File: config.mk
export PLATFORM = sky130hd
export DESIGN_NAME = utf8_text_escape_encoder_top
export DESIGN_NICKNAME = d
export VERILOG_FILES = /design/src/hw/rtl/ute_pkg.sv /design/src/hw/rtl/ute_datapath.sv /design/src/hw/rtl/ute_ctrl.sv /design/src/hw/rtl/utf8_text_escape_encoder_top.sv
export SDC_FILE = /design/constraint.sdc
export NUM_CORES = 1
export LEC_CHECK = 0
export ABC_CLOCK_PERIOD_IN_PS = 6800
export BUFFER_PORTS_ARGS = -buffer_cell sky130_fd_sc_hd__buf_2
export CAP_MARGIN = 15
export CORE_MARGIN = 4
export CORE_UTILIZATION = 48
export CTS_BUF_LIST = sky130_fd_sc_hd__clkbuf_2 sky130_fd_sc_hd__clkbuf_4 sky130_fd_sc_hd__clkbuf_8
export CTS_CLUSTER_SIZE = 25
export DETAILED_ROUTE_END_ITERATION = 12
export GPL_TIMING_DRIVEN = 0
export PLACE_DENSITY_LB_ADDON = 0.08
export REMOVE_ABC_BUFFERS = 1
export SLEW_MARGIN = 30
export SYNTH_ARGS = -nofsm -noshare
export SYNTH_HDL_FRONTEND = slang
export SYNTH_SLANG_ARGS = --single-unit
File: constraint.sdc
create_clock -name clk_i -period 6.8 [get_ports clk_i]
set_clock_uncertainty 0.05 [all_clocks]
set_input_delay 0 -clock clk_i [delete_from_list [all_inputs] [get_ports clk_i]]
set_output_delay 0 -clock clk_i [all_outputs]
set_load 0.005 [all_outputs]
File: src/hw/rtl/ute_pkg.sv
// Shared types, constants and helper functions of the UTF-8 text escape encoder.
// Used by ute_ctrl, ute_datapath and utf8_text_escape_encoder_top; no dependencies.
package ute_pkg;

  // Length counter and capacity widths
  localparam int LenBits = 16;
  localparam int CapBits = 16;

  // Escape modes
  localparam logic [1:0] ModeHtml = 2'd0;
  localparam logic [1:0] ModeXml  = 2'd1;
  localparam logic [1:0] ModeJs   = 2'd2;
  localparam logic [1:0] ModeJson = 2'd3;

  // Configuration register indexes
  localparam logic RegMode = 1'b0;
  localparam logic RegCap  = 1'b1;

  localparam logic [CapBits-1:0] CapReset = 16'd4096;

  // Room kept free before each character
  localparam logic [2:0] ReserveWide = 3'd6;
  localparam logic [2:0] ReserveJson = 3'd2;
  // Replacement of a byte by U+E000 plus the byte: three bytes, lead EE
  localparam logic [2:0] ReplLen  = 3'd3;
  localparam logic [7:0] ReplLead = 8'hEE;
  localparam logic [7:0] ContMark = 8'h80;

  // Commands from the controller to the datapath
  typedef struct packed {
    logic accept;       // latch the input word
    logic flush_start;  // move held bytes into the flush queue
    logic load_pend;    // next held byte becomes a replaced character
    logic load_fresh;   // current byte becomes a one-byte character
    logic load_full;    // held bytes plus current byte form a character
    logic append;       // hold the current byte as a continuation
    logic start_pend;   // hold the current byte as a lead
    logic build;        // form the escaped text of the character
    logic emit;         // send the next escaped byte
    logic emit_ovf;     // send the overflow word
    logic emit_term;    // send the terminator word
    logic clear_str;    // reset per-string state
  } cmd_t;

  // Status from the datapath to the controller
  typedef struct packed {
    logic eos;          // latched word ends the string
    logic ovf_seen;     // string already overflowed
    logic pend_nz;      // bytes are held
    logic cont_ok;      // current byte continues the held character
    logic complete;     // current byte completes it
    logic lead_ok;      // current byte starts a multi-byte character
    logic flush_more;   // held bytes still to flush
    logic fits;         // character fits the capacity
    logic len_ge_cap;   // no room for the terminator
    logic esc_last;     // next escaped byte is the last one
    logic out_free;     // output register can take a word
  } sts_t;

  // Byte count of a character from its lead byte, zero if it cannot lead
  function automatic logic [2:0] seq_len(input logic [7:0] lead);
    logic [2:0] n;
    begin
      if (lead inside {[8'hC2:8'hDF]}) n = 3'd2;
      else if (lead inside {[8'hE0:8'hEF]}) n = 3'd3;
      else if (lead inside {[8'hF0:8'hF4]}) n = 3'd4;
      else n = 3'd0;
      return n;
    end
  endfunction

  // Whether b is a legal continuation at position pos of the character
  function automatic logic cont_ok(input logic [7:0] lead, input logic [1:0] pos,
                                   input logic [7:0] b);
    logic [7:0] lo;
    logic [7:0] hi;
    begin
      lo = 8'h80;
      hi = 8'hBF;
      if (pos == 2'd1) begin
        if (lead == 8'hE0) lo = 8'hA0;
        else if (lead == 8'hED) hi = 8'h9F;
        else if (lead == 8'hF0) lo = 8'h90;
        else if (lead == 8'hF4) hi = 8'h8F;
      end
      return (b >= lo) && (b <= hi);
    end
  endfunction

endpackage

File: src/hw/rtl/ute_datapath.sv
// Datapath of the UTF-8 text escape encoder: config registers, held bytes,
// character register, escape builder, length counter and output register.
// Depends on ute_pkg; driven by ute_ctrl through ute_pkg::cmd_t.
module ute_datapath (
  input  logic                         clk_i,
  input  logic                         rst_ni,
  input  logic                         cfg_we_i,
  input  logic                         cfg_idx_i,
  input  logic [ute_pkg::CapBits-1:0]  cfg_data_i,
  input  logic [7:0]                   data_byte_i,
  input  logic                         end_of_string_i,
  input  ute_pkg::cmd_t                cmd_i,
  output ute_pkg::sts_t                sts_o,
  input  logic                         out_ready_i,
  output logic                         out_valid_o,
  output logic [7:0]                   out_byte_o,
  output logic                         is_last_o,
  output logic                         overflow_o,
  output logic [15:0]                  total_length_o
);

  logic [1:0]                   mode_q;
  logic [ute_pkg::CapBits-1:0]  cap_q;
  logic [7:0]                   cur_byte_q;
  logic                         cur_eos_q;
  logic [7:0]                   pend_q [3];
  logic [1:0]                   pend_cnt_q;
  logic [1:0]                   flush_n_q;
  logic [1:0]                   flush_idx_q;
  logic [ute_pkg::LenBits-1:0]  len_q;
  logic                         ovf_seen_q;
  logic [31:0]                  ch_q;
  logic [31:0]                  ch_d;
  logic [2:0]                   ch_n_q;
  logic [2:0]                   ch_n_d;
  logic                         ch_repl_q;
  logic [47:0]                  esc_q;
  logic [47:0]                  esc_d;
  logic [2:0]                   esc_left_q;
  logic [2:0]                   esc_len_d;
  logic                         out_valid_q;
  logic [7:0]                   out_byte_q;
  logic                         out_last_q;
  logic                         out_ovf_q;
  logic [15:0]                  out_total_q;

  logic [7:0]  lead;
  logic [2:0]  want;
  logic [7:0]  c;
  logic        is_ctrl;
  logic        repl_eff;
  logic [2:0]  reserve;
  logic [2:0]  need;
  logic [ute_pkg::LenBits:0] len_need;

  // Classify the current byte against the held character
  assign lead = pend_q[0];
  assign want = ute_pkg::seq_len(lead);

  // Character attributes and capacity check
  assign c        = ch_q[31:24];
  assign is_ctrl  = (ch_n_q == 3'd1) &&
                    (((c < 8'h20) && (c != 8'h09) && (c != 8'h0D) && (c != 8'h0A)) ||
                     (c == 8'h7F));
  assign repl_eff = ch_repl_q || is_ctrl;
  assign reserve  = (mode_q == ute_pkg::ModeJson) ? ute_pkg::ReserveJson
                                                  : ute_pkg::ReserveWide;
  always_comb begin
    need = repl_eff ? ute_pkg::ReplLen : ch_n_q;
    if (need < reserve) need = reserve;
  end
  assign len_need = {1'b0, len_q} + {{(ute_pkg::LenBits-2){1'b0}}, need};

  always_comb begin
    sts_o            = '0;
    sts_o.eos        = cur_eos_q;
    sts_o.ovf_seen   = ovf_seen_q;
    sts_o.pend_nz    = (pend_cnt_q != 2'd0);
    sts_o.cont_ok    = ute_pkg::cont_ok(lead, pend_cnt_q, cur_byte_q);
    sts_o.complete   = ({1'b0, pend_cnt_q} + 3'd1) >= want;
    sts_o.lead_ok    = (ute_pkg::seq_len(cur_byte_q) != 3'd0);
    sts_o.flush_more = (flush_idx_q < flush_n_q);
    sts_o.fits       = len_need <
                       {{(ute_pkg::LenBits+1-ute_pkg::CapBits){1'b0}}, cap_q};
    sts_o.len_ge_cap = {1'b0, len_q} >=
                       {{(ute_pkg::LenBits+1-ute_pkg::CapBits){1'b0}}, cap_q};
    sts_o.esc_last   = (esc_left_q == 3'd1);
    sts_o.out_free   = ~out_valid_q || out_ready_i;
  end

  // Select the next character: held byte, fresh byte or completed sequence
  always_comb begin
    ch_d   = ch_q;
    ch_n_d = ch_n_q;
    if (cmd_i.load_pend) begin
      ch_d   = {pend_q[flush_idx_q], 24'h0};
      ch_n_d = 3'd1;
    end else if (cmd_i.load_fresh) begin
      ch_d   = {cur_byte_q, 24'h0};
      ch_n_d = 3'd1;
    end else if (cmd_i.load_full) begin
      ch_d   = {lead,
                (pend_cnt_q == 2'd1) ? cur_byte_q : pend_q[1],
                (pend_cnt_q == 2'd2) ? cur_byte_q : pend_q[2],
                (pend_cnt_q == 2'd3) ? cur_byte_q : 8'h00};
      ch_n_d = want;
    end
  end

  // Build the escaped text, first byte in the top byte lane
  always_comb begin
    esc_d     = {ch_q, 16'h0};
    esc_len_d = ch_n_q;
    if (repl_eff) begin
      esc_d     = {ute_pkg::ReplLead, ute_pkg::ContMark | {6'b0, c[7:6]},
                   ute_pkg::ContMark | {2'b0, c[5:0]}, 24'h0};
      esc_len_d = ute_pkg::ReplLen;
    end else begin
      case (mode_q)
        ute_pkg::ModeHtml, ute_pkg::ModeXml: begin
          case (c)
            8'h3C: begin esc_d = {"&lt;", 16'h0};  esc_len_d = 3'd4; end
            8'h3E: begin esc_d = {"&gt;", 16'h0};  esc_len_d = 3'd4; end
            8'h26: begin esc_d = {"&amp;", 8'h0};  esc_len_d = 3'd5; end
            8'h22: begin esc_d = "&quot;";         esc_len_d = 3'd6; end
            8'h27: begin
              esc_d     = (mode_q == ute_pkg::ModeXml) ? "&apos;" : "&#x27;";
              esc_len_d = 3'd6;
            end
            default: ;
          endcase
        end
        ute_pkg::ModeJs: begin
          case (c)
            8'h27: begin esc_d = {"\\'", 32'h0};  esc_len_d = 3'd2; end
            8'h22: begin esc_d = {"\\\"", 32'h0}; esc_len_d = 3'd2; end
            8'h0D: begin esc_d = {"\\r", 32'h0};  esc_len_d = 3'd2; end
            8'h0A: begin esc_d = {"\\n", 32'h0};  esc_len_d = 3'd2; end
            8'hE2: begin
              // Line and paragraph separators
              if (ch_n_q == 3'd3 && ch_q[23:16] == 8'h80 && ch_q[15:8] == 8'hA8) begin
                esc_d     = "\\u2028";
                esc_len_d = 3'd6;
              end else if (ch_n_q == 3'd3 && ch_q[23:16] == 8'h80 &&
                           ch_q[15:8] == 8'hA9) begin
                esc_d     = "\\u2029";
                esc_len_d = 3'd6;
              end
            end
            default: ;
          endcase
        end
        default: begin
          case (c)
            8'h22: begin esc_d = {"\\\"", 32'h0}; esc_len_d = 3'd2; end
            8'h5C: begin esc_d = {"\\\\", 32'h0}; esc_len_d = 3'd2; end
            8'h0D: begin esc_d = {"\\r", 32'h0};  esc_len_d = 3'd2; end
            8'h0A: begin esc_d = {"\\n", 32'h0};  esc_len_d = 3'd2; end
            8'h09: begin esc_d = {"\\t", 32'h0};  esc_len_d = 3'd2; end
            default: ;
          endcase
        end
      endcase
    end
  end

  // Configuration registers
  always_ff @(posedge clk_i or negedge rst_ni) begin
    if (!rst_ni) begin
      mode_q <= ute_pkg::ModeHtml;
      cap_q  <= ute_pkg::CapReset;
    end else if (cfg_we_i) begin
      if (cfg_idx_i == ute_pkg::RegMode) mode_q <= cfg_data_i[1:0];
      else cap_q <= cfg_data_i;
    end
  end

  // Per-string control state
  always_ff @(posedge clk_i or negedge rst_ni) begin
    if (!rst_ni) begin
      cur_eos_q   <= 1'b0;
      pend_cnt_q  <= 2'd0;
      flush_n_q   <= 2'd0;
      flush_idx_q <= 2'd0;
      len_q       <= '0;
      ovf_seen_q  <= 1'b0;
      ch_n_q      <= 3'd1;
      ch_repl_q   <= 1'b0;
      esc_left_q  <= 3'd0;
      out_valid_q <= 1'b0;
    end else begin
      if (cmd_i.accept) cur_eos_q <= end_of_string_i;

      // Held byte count
      if (cmd_i.flush_start || cmd_i.load_full || cmd_i.emit_ovf || cmd_i.clear_str) begin
        pend_cnt_q <= 2'd0;
      end else if (cmd_i.append) begin
        pend_cnt_q <= pend_cnt_q + 2'd1;
      end else if (cmd_i.start_pend) begin
        pend_cnt_q <= 2'd1;
      end

      // Flush queue over the held bytes
      if (cmd_i.flush_start) begin
        flush_n_q   <= pend_cnt_q;
        flush_idx_q <= 2'd0;
      end else if (cmd_i.load_pend) begin
        flush_idx_q <= flush_idx_q + 2'd1;
      end

      if (cmd_i.load_pend || cmd_i.load_fresh || cmd_i.load_full) begin
        ch_n_q    <= ch_n_d;
        ch_repl_q <= cmd_i.load_pend || (cmd_i.load_fresh && cur_byte_q[7]);
      end

      // Running length and overflow flag
      if (cmd_i.clear_str) len_q <= '0;
      else if (cmd_i.emit) len_q <= len_q + 1'b1;

      if (cmd_i.clear_str) ovf_seen_q <= 1'b0;
      else if (cmd_i.emit_ovf) ovf_seen_q <= 1'b1;

      if (cmd_i.build) esc_left_q <= esc_len_d;
      else if (cmd_i.emit) esc_left_q <= esc_left_q - 3'd1;

      // Output register: load on a send, drop once taken
      if (cmd_i.emit || cmd_i.emit_ovf || cmd_i.emit_term) out_valid_q <= 1'b1;
      else if (out_ready_i) out_valid_q <= 1'b0;
    end
  end

  // Payload registers
  always_ff @(posedge clk_i) begin
    if (cmd_i.accept) cur_byte_q <= data_byte_i;
    if (cmd_i.start_pend) pend_q[0] <= cur_byte_q;
    if (cmd_i.append) pend_q[pend_cnt_q] <= cur_byte_q;
    if (cmd_i.load_pend || cmd_i.load_fresh || cmd_i.load_full) ch_q <= ch_d;
    if (cmd_i.build) esc_q <= esc_d;
    else if (cmd_i.emit) esc_q <= {esc_q[39:0], 8'h0};
    if (cmd_i.emit) begin
      out_byte_q  <= esc_q[47:40];
      out_last_q  <= 1'b0;
      out_ovf_q   <= 1'b0;
      out_total_q <= 16'h0;
    end else if (cmd_i.emit_ovf) begin
      out_byte_q  <= 8'h00;
      out_last_q  <= 1'b1;
      out_ovf_q   <= 1'b1;
      out_total_q <= len_q[15:0];
    end else if (cmd_i.emit_term) begin
      out_byte_q  <= 8'h00;
      out_last_q  <= 1'b1;
      out_ovf_q   <= 1'b0;
      out_total_q <= 16'(len_q + 1'b1);
    end
  end

  assign out_valid_o    = out_valid_q;
  assign out_byte_o     = out_byte_q;
  assign is_last_o      = out_last_q;
  assign overflow_o     = out_ovf_q;
  assign total_length_o = out_total_q;

endmodule

File: src/hw/rtl/ute_ctrl.sv
// Controller of the UTF-8 text escape encoder: sequences one input word
// through decode, flush, capacity check and byte emission.
// Depends on ute_pkg; drives ute_datapath through ute_pkg::cmd_t.
module ute_ctrl (
  input  logic          clk_i,
  input  logic          rst_ni,
  input  logic          in_valid_i,
  output logic          in_ready_o,
  input  ute_pkg::sts_t sts_i,
  output ute_pkg::cmd_t cmd_o
);

  localparam logic [3:0] StIdle   = 4'd0;
  localparam logic [3:0] StDecide = 4'd1;
  localparam logic [3:0] StFlush  = 4'd2;
  localparam logic [3:0] StFresh  = 4'd3;
  localparam logic [3:0] StCheck  = 4'd4;
  localparam logic [3:0] StEmit   = 4'd5;
  localparam logic [3:0] StEnd    = 4'd6;
  localparam logic [3:0] StOvf    = 4'd7;
  localparam logic [3:0] StDone   = 4'd8;

  logic [3:0] state_q, state_d;
  logic       in_flush_q, in_flush_d;

  assign in_ready_o = (state_q == StIdle);

  // Next state and commands
  always_comb begin
    state_d    = state_q;
    in_flush_d = in_flush_q;
    cmd_o      = '0;
    case (state_q)
      StIdle: begin
        if (in_valid_i) begin
          cmd_o.accept = 1'b1;
          state_d      = StDecide;
        end
      end
      StDecide: begin
        if (sts_i.ovf_seen) begin
          state_d = StDone;
        end else if (sts_i.eos) begin
          if (sts_i.pend_nz) begin
            cmd_o.flush_start = 1'b1;
            in_flush_d        = 1'b1;
            state_d           = StFlush;
          end else begin
            state_d = StEnd;
          end
        end else if (sts_i.pend_nz) begin
          if (sts_i.cont_ok && sts_i.complete) begin
            cmd_o.load_full = 1'b1;
            state_d         = StCheck;
          end else if (sts_i.cont_ok) begin
            cmd_o.append = 1'b1;
            state_d      = StDone;
          end else begin
            // Broken sequence: replace the held bytes first
            cmd_o.flush_start = 1'b1;
            in_flush_d        = 1'b1;
            state_d           = StFlush;
          end
        end else begin
          state_d = StFresh;
        end
      end
      StFlush: begin
        if (sts_i.flush_more) begin
          cmd_o.load_pend = 1'b1;
          state_d         = StCheck;
        end else begin
          in_flush_d = 1'b0;
          state_d    = sts_i.eos ? StEnd : StFresh;
        end
      end
      StFresh: begin
        if (sts_i.lead_ok) begin
          cmd_o.start_pend = 1'b1;
          state_d          = StDone;
        end else begin
          cmd_o.load_fresh = 1'b1;
          state_d          = StCheck;
        end
      end
      StCheck: begin
        if (sts_i.fits) begin
          cmd_o.build = 1'b1;
          state_d     = StEmit;
        end else begin
          state_d = StOvf;
        end
      end
      StEmit: begin
        if (sts_i.out_free) begin
          cmd_o.emit = 1'b1;
          if (sts_i.esc_last) state_d = in_flush_q ? StFlush : StDone;
        end
      end
      StEnd: begin
        if (sts_i.out_free) begin
          cmd_o.emit_ovf  = sts_i.len_ge_cap;
          cmd_o.emit_term = ~sts_i.len_ge_cap;
          state_d         = StDone;
        end
      end
      StOvf: begin
        if (sts_i.out_free) begin
          cmd_o.emit_ovf = 1'b1;
          state_d        = StDone;
        end
      end
      StDone: begin
        // End of string resets the per-string state
        cmd_o.clear_str = sts_i.eos;
        in_flush_d      = 1'b0;
        state_d         = StIdle;
      end
      default: begin
        in_flush_d = 1'b0;
        state_d    = StIdle;
      end
    endcase
  end

  always_ff @(posedge clk_i or negedge rst_ni) begin
    if (!rst_ni) begin
      state_q    <= StIdle;
      in_flush_q <= 1'b0;
    end else begin
      state_q    <= state_d;
      in_flush_q <= in_flush_d;
    end
  end

endmodule

File: src/hw/rtl/utf8_text_escape_encoder_top.sv
// Top level of the UTF-8 text escape encoder: controller plus datapath.
// Depends on ute_pkg, ute_ctrl and ute_datapath.
//
//   channel  direction  handshake            word
//   in       input      in_valid/in_ready    data_byte, end_of_string
//   out      output     out_valid/out_ready  out_byte, is_last, overflow, total_length
//   cfg      input      cfg_we (no wait)     cfg_idx, cfg_data
//
// One input word at a time. A lead byte is held and a continuation byte appended;
// a byte that yields output passes the capacity check and then emits its bytes,
// after any held bytes that it breaks are replaced first. End of string sends the
// terminator or the overflow word after replacing any held bytes. Reset clears all
// control state at once; no clearing pass. A stalled output register holds its
// word and the sequencer waits on it; the input side is ready only when idle.
module utf8_text_escape_encoder_top (
  input  logic        clk_i,
  input  logic        rst_ni,
  input  logic        cfg_we_i,
  input  logic        cfg_idx_i,
  input  logic [15:0] cfg_data_i,
  input  logic        in_valid_i,
  output logic        in_ready_o,
  input  logic [7:0]  data_byte_i,
  input  logic        end_of_string_i,
  output logic        out_valid_o,
  input  logic        out_ready_i,
  output logic [7:0]  out_byte_o,
  output logic        is_last_o,
  output logic        overflow_o,
  output logic [15:0] total_length_o
);

  ute_pkg::cmd_t cmd;
  ute_pkg::sts_t sts;

  ute_ctrl u_ctrl (
    .clk_i      (clk_i),
    .rst_ni     (rst_ni),
    .in_valid_i (in_valid_i),
    .in_ready_o (in_ready_o),
    .sts_i      (sts),
    .cmd_o      (cmd)
  );

  ute_datapath u_datapath (
    .clk_i           (clk_i),
    .rst_ni          (rst_ni),
    .cfg_we_i        (cfg_we_i),
    .cfg_idx_i       (cfg_idx_i),
    .cfg_data_i      (cfg_data_i),
    .data_byte_i     (data_byte_i),
    .end_of_string_i (end_of_string_i),
    .cmd_i           (cmd),
    .sts_o           (sts),
    .out_ready_i     (out_ready_i),
    .out_valid_o     (out_valid_o),
    .out_byte_o      (out_byte_o),
    .is_last_o       (is_last_o),
    .overflow_o      (overflow_o),
    .total_length_o  (total_length_o)
  );

  // Overflow word is always the last of its string
  a_ovf_last: assert property (@(posedge clk_i) disable iff (!rst_ni)
    out_valid_o && overflow_o |-> is_last_o)
    else $error("overflow word without is_last");

  // Only the final word carries a length
  a_len_zero: assert property (@(posedge clk_i) disable iff (!rst_ni)
    out_valid_o && !is_last_o |-> total_length_o == 16'h0)
    else $error("length on a non-final word");

  // One input word at a time
  a_one_word: assert property (@(posedge clk_i) disable iff (!rst_ni)
    in_valid_i && in_ready_o |=> !in_ready_o)
    else $error("input taken while a word is in work");

  // A send only happens into a free output register
  a_send_free: assert property (@(posedge clk_i) disable iff (!rst_ni)
    (cmd.emit || cmd.emit_ovf || cmd.emit_term) |-> sts.out_free)
    else $error("output register overwritten");

endmodule

==> qor_table.md <==
| Result | This run | Unit |
|:---|:---|:---|
| Reg2reg start | u_datapath.ch_q[25] | - |
| Worst path max stage delay | 0.66 | ns |
| Synth-to-layout area growth | 11.9 | % |
| CTS clk-pin slew, worst paths | 0.11 | ns |
| Capturing element type of the critical path | flip-flop | - |
| Proportion of power drawn by the clock network | 21.7 | % |
| Largest net degree at the start of global routing | 56 | - |
| Post-layout utilization of the core | 55.2 | % |
| Wire length of the first global-routing pass | 44.4 | mm |
| Commonest cells after routing, fill and taps aside | edfxtp_1, nor2_1, nand2_1 | - |
| Slew margin rel. | 27.1 | % |
| Initial Utilization | 49.3 | % |
| Proportion of total power due to net switching | 37.6 | % |
| Share of total power in combinational logic | 30.3 | % |
| Async set or reset register ratio after synthesis | 28.4 | % |
| CTS tree | built | - |
| Final count of hold timing violations | 0 | - |
| Count of synthesis-stage warnings from yosys | 0 | - |
| Cell type contributing the most total cell area after synthesis | edfxtp_1 | - |
| Min-delay worst type | in2reg | - |
| Primary flip-flop cell chosen by synthesis mapping | edfxtp_1 | - |
| Launching instance or port of the critical path | u_datapath.ch_q[25] | - |
| Dominant cells by area after synthesis | edfxtp_1, dfrtp_1, ha_1 | - |
| Sequential share of power | 48.0 | % |
| Ports | 59 | - |
| Detailed Route WL | 28.1 | mm |
| Crit path required time | 7.14 | ns |
| Cell family with the largest share of critical-path delay | simple AND/OR/NAND/NOR gates | - |
| Synth Instances | 1,065 | - |
| Final-report setup violation count | 0 | - |
| Top-area cell type share of the netlist area | 33.4 | % |
| Placeable Area | 22,000 | sq um |
| Sequential cell area fraction in the yosys report | 49.4 | % |
| Number of levels the H-tree was split into | 4 | - |
| Buffer cell driving the clock tree root | clkbuf_8 | - |
| DR vias | 8,358 | - |
| Number of max-cap violations | 0 | - |
| Slew at the pin closest to its max-slew limit | 1.08 | ns |
| Syn Area/Cell | 10.2 | sq um |
| Kind of critical path | reg2reg | - |
| Kind of start point of the critical path | flip-flop | - |
| Status | finished clean | - |
| Worst Path Max Fanout | 42 | - |
| Startpoint of the tightest hold check path | in_valid_i | - |
| Count of buffer and inverter cells on the critical path | 0 | - |
| Area of the mapped netlist | 10,900 | sq um |
| Critical Path Slowest Stage Cell | edfxtp_1 | - |
| Fraction of layout cells with a size suffix above 1 | 13.8 | % |
| Post-layout net count | 1,210 | - |
| Internal power consumption | 0.00228 | W |
| Remaining antenna violation count | 0 | - |
| Highest Clock Rate | 160 | MHz |
| Final GP Congestion | 0.949 | - |
| Total clock buffers created by CTS | 17 | - |
| Leakage power of the design | 4.80 | nW |
| Die X-Extent | 158 | microns |
| Maximum clock path buffer count | 2 | - |
| Via density per instance | 5.89 | - |
| Ratio of total power to cell area | 300 | nW/um^2 |
| Worst voltage drop across the vdd grid | 0.179 | mV |
| Max-slew violation count | 0 | - |
| Mean routed wirelength per cell | 19.8 | microns |
| Share of the clock period used by the worst path after layout | 91.7 | % |
| Unrepaired setup endpoints after global routing | false | - |
| Buffers on Ports | 58 | - |
| Post-layout min period | 6.24 | ns |
| Clock Latency Late Sink | 0.50 | ns |
| #FFs+latches synth | 194 | - |
| Number of sinks on the clock net | 194 | - |
| Worst hold slack across all endpoints | 0.0288 | ns |
| Overflow left after global routing | 0 | - |
| GRT Resource Usage Total | 22.7 | % |
| Cell chain of the critical path | or3b_1 > a21oi_2 > o41ai_1 > a41o_4 > nor2_1 > nor2_1 > o22a_1 > ha_1 > fa_1 > a21o_1 > nor4b_2 > nand3_1 > xnor2_1 > ha_1 > o21a_1 > o21ai_1 > or3_1 > o21ai_2 > or2_4 > nand2_8 > o2bb2ai_1 | - |
| Cell row count | 54 | - |
| Post-synth EDFFs | 121 | - |
| Count of TritonRoute iterations in the first routing pass | 5 | - |
| HPWL after DPL | 19.8 | mm |
| Total die area | 25,100 | sq um |
| Detailed-route DRC error count | 0 | - |
| Most frequent standard cell in the layout excluding fill and tap cells | edfxtp_1 | - |
| 1st-iter DRT viols | 713 | - |
| Vertical die dimension | 158 | microns |
| Number of global-route vias before repair | 7,929 | - |
| Fill cell count | 2,008 | - |
| Antenna violations before repair | 0 | - |
| Distinct cell type count of the synthesized netlist | 77 | - |
| Antenna cell count | 0 | - |
| Psw | 0.00137 | W |
| Arrival time of the worst setup path | 6.58 | ns |
[through the flow]
stage          instances  area, sq um  worst slack [ns]  setup TNS, ns  total power, W
2_1_floorplan       1010        10600             0.328              0         0.00246
3_3_place_gp        1348        11300             -1.92         -95.82         0.00281
3_5_place_dp        1351        11300            -0.546         -23.64         0.00284
4_1_cts             1414        12100            0.0997              0         0.00365
5_1_grt             1420        12200             0.193              0         0.00388
6_report            1420        12200             0.562              0         0.00365
[cell usage after synthesis, drive strengths merged (3+ instances only)]
master and n:
nor4 9, a211oi 9, inv 44, and2 15
edfxtp 121, dfrtp 53, o211ai 7, nor3 17
o41ai 3, nand3 41, or3 9, a2111oi 4
a31oi 11, and3 29, mux2i 27, nand2 96
a22o 7, a21o 13, buf 15, xnor2 12
o22a 4, or2 5, o31ai 7, nor2b 11
xor2 20, mux2 20, nand4 13, mux4 8
o22ai 6, a21oi 52, o21a 4, nor2 104
a22oi 3, ha 51, nand2b 16, nand3b 5
dfxtp 18, clkbuf 40, a221oi 5, and4 3
o21ai 99
[layout make-up]
cell class | count | area [sq um] | area share (%)
Inverter | 44 | 165 | 1.36
Clock inverter | 15 | 200 | 1.65
Multi-Input combinational cell | 773 | 5180 | 42.6
Clock buffer | 17 | 234 | 1.92
Sequential cell | 194 | 5370 | 44.2
Tap cell | 280 | 350 | 2.88
Timing Repair Buffer | 97 | 664 | 5.46
[layer usage]
layer	GRT usage, %	vias to the layer above	wire length (microns)
li1	-	4034	-
met1	34.1	4040	13500
met2	34.5	240	12600
met3	3.78	44	1520
met4	5.69	0	499
met5	0	-	0
[sequential cells by signal, summed over array words and instances (netlist names), 2 cells and up]
register / count
u_datapath.esc_left_q: 3
u_datapath.pend_cnt_q: 2
u_datapath.ch_n_q: 3
u_datapath.esc_q: 41
u_datapath.flush_n_q: 2
u_datapath.cap_q: 16
u_datapath.ch_q: 32
u_datapath.total_length_o: 16
u_datapath.out_byte_o: 8
u_datapath.pend_q: 32
u_datapath.len_q: 16
u_ctrl.state_q: 4
u_datapath.flush_idx_q: 2
u_datapath.cur_byte_q: 8
u_datapath.mode_q: 2
[worst register-to-register path, delay by kind of cell (launching register included)]
kind / cells / cell delay (ns)
xor gates and xnor gates: 1 / 0.16
adders and majority gates: 3 / 0.71
and+or+nand+nor: 8 / 2.46
AOI/OAI and AO/OA: 9 / 2.13
DFF: 1 / 0.66
[worst paths after layout]
path / cells after the start / slack (ns) / endpoint
max in group asynchronous: 2 / 6.14 / u_datapath.ch_n_q[1]
worst min-delay path: 4 / 0.03 / u_ctrl.state_q[3]
min in group asynchronous: 2 / 0.05 / u_datapath.cap_q[10]
worst min register to register: 2 / 0.41 / u_datapath.total_length_o[3]
worst max register to register: 21 / 0.56 / u_datapath.esc_left_q[1]
worst max-delay path: 21 / 0.56 / u_datapath.esc_left_q[1]
[cells by family (layout without fill, tap and decap cells)]
kind of cell    after synthesis  after routing  share of synthesized area, %
mux                          55             55                          6.22
simple gates                382            383                          17.5
buf+inv                      99            173                          3.74
flops                       194            194                          49.4
compound gates              251            251                          14.5
fa+ha+maj                    52             52                          6.06
xor+xnor                     32             32                          2.58
[timing repair]
action,CTS,global route
hold buffers,31,0
hold endpoints to repair,83,0
cloned,0,1
buffers inserted,0,5
resized for setup,3,3
endpoints found under the setup margin,59,42
pin swaps,0,1
[power by group through the flow]
| stage | sequential (W) | combinational, W | clock, W |
|---|---|---|---|
| 2_1_floorplan | 0.00172 | 0.000737 | 0 |
| 3_3_place_gp | 0.00178 | 0.00103 | 0 |
| 3_5_place_dp | 0.00178 | 0.00106 | 0 |
| 4_1_cts | 0.00175 | 0.00108 | 0.000811 |
| 5_1_grt | 0.00178 | 0.00124 | 0.000856 |
| 6_report | 0.00175 | 0.00111 | 0.000794 |
Power figures use the tool's default switching activity.
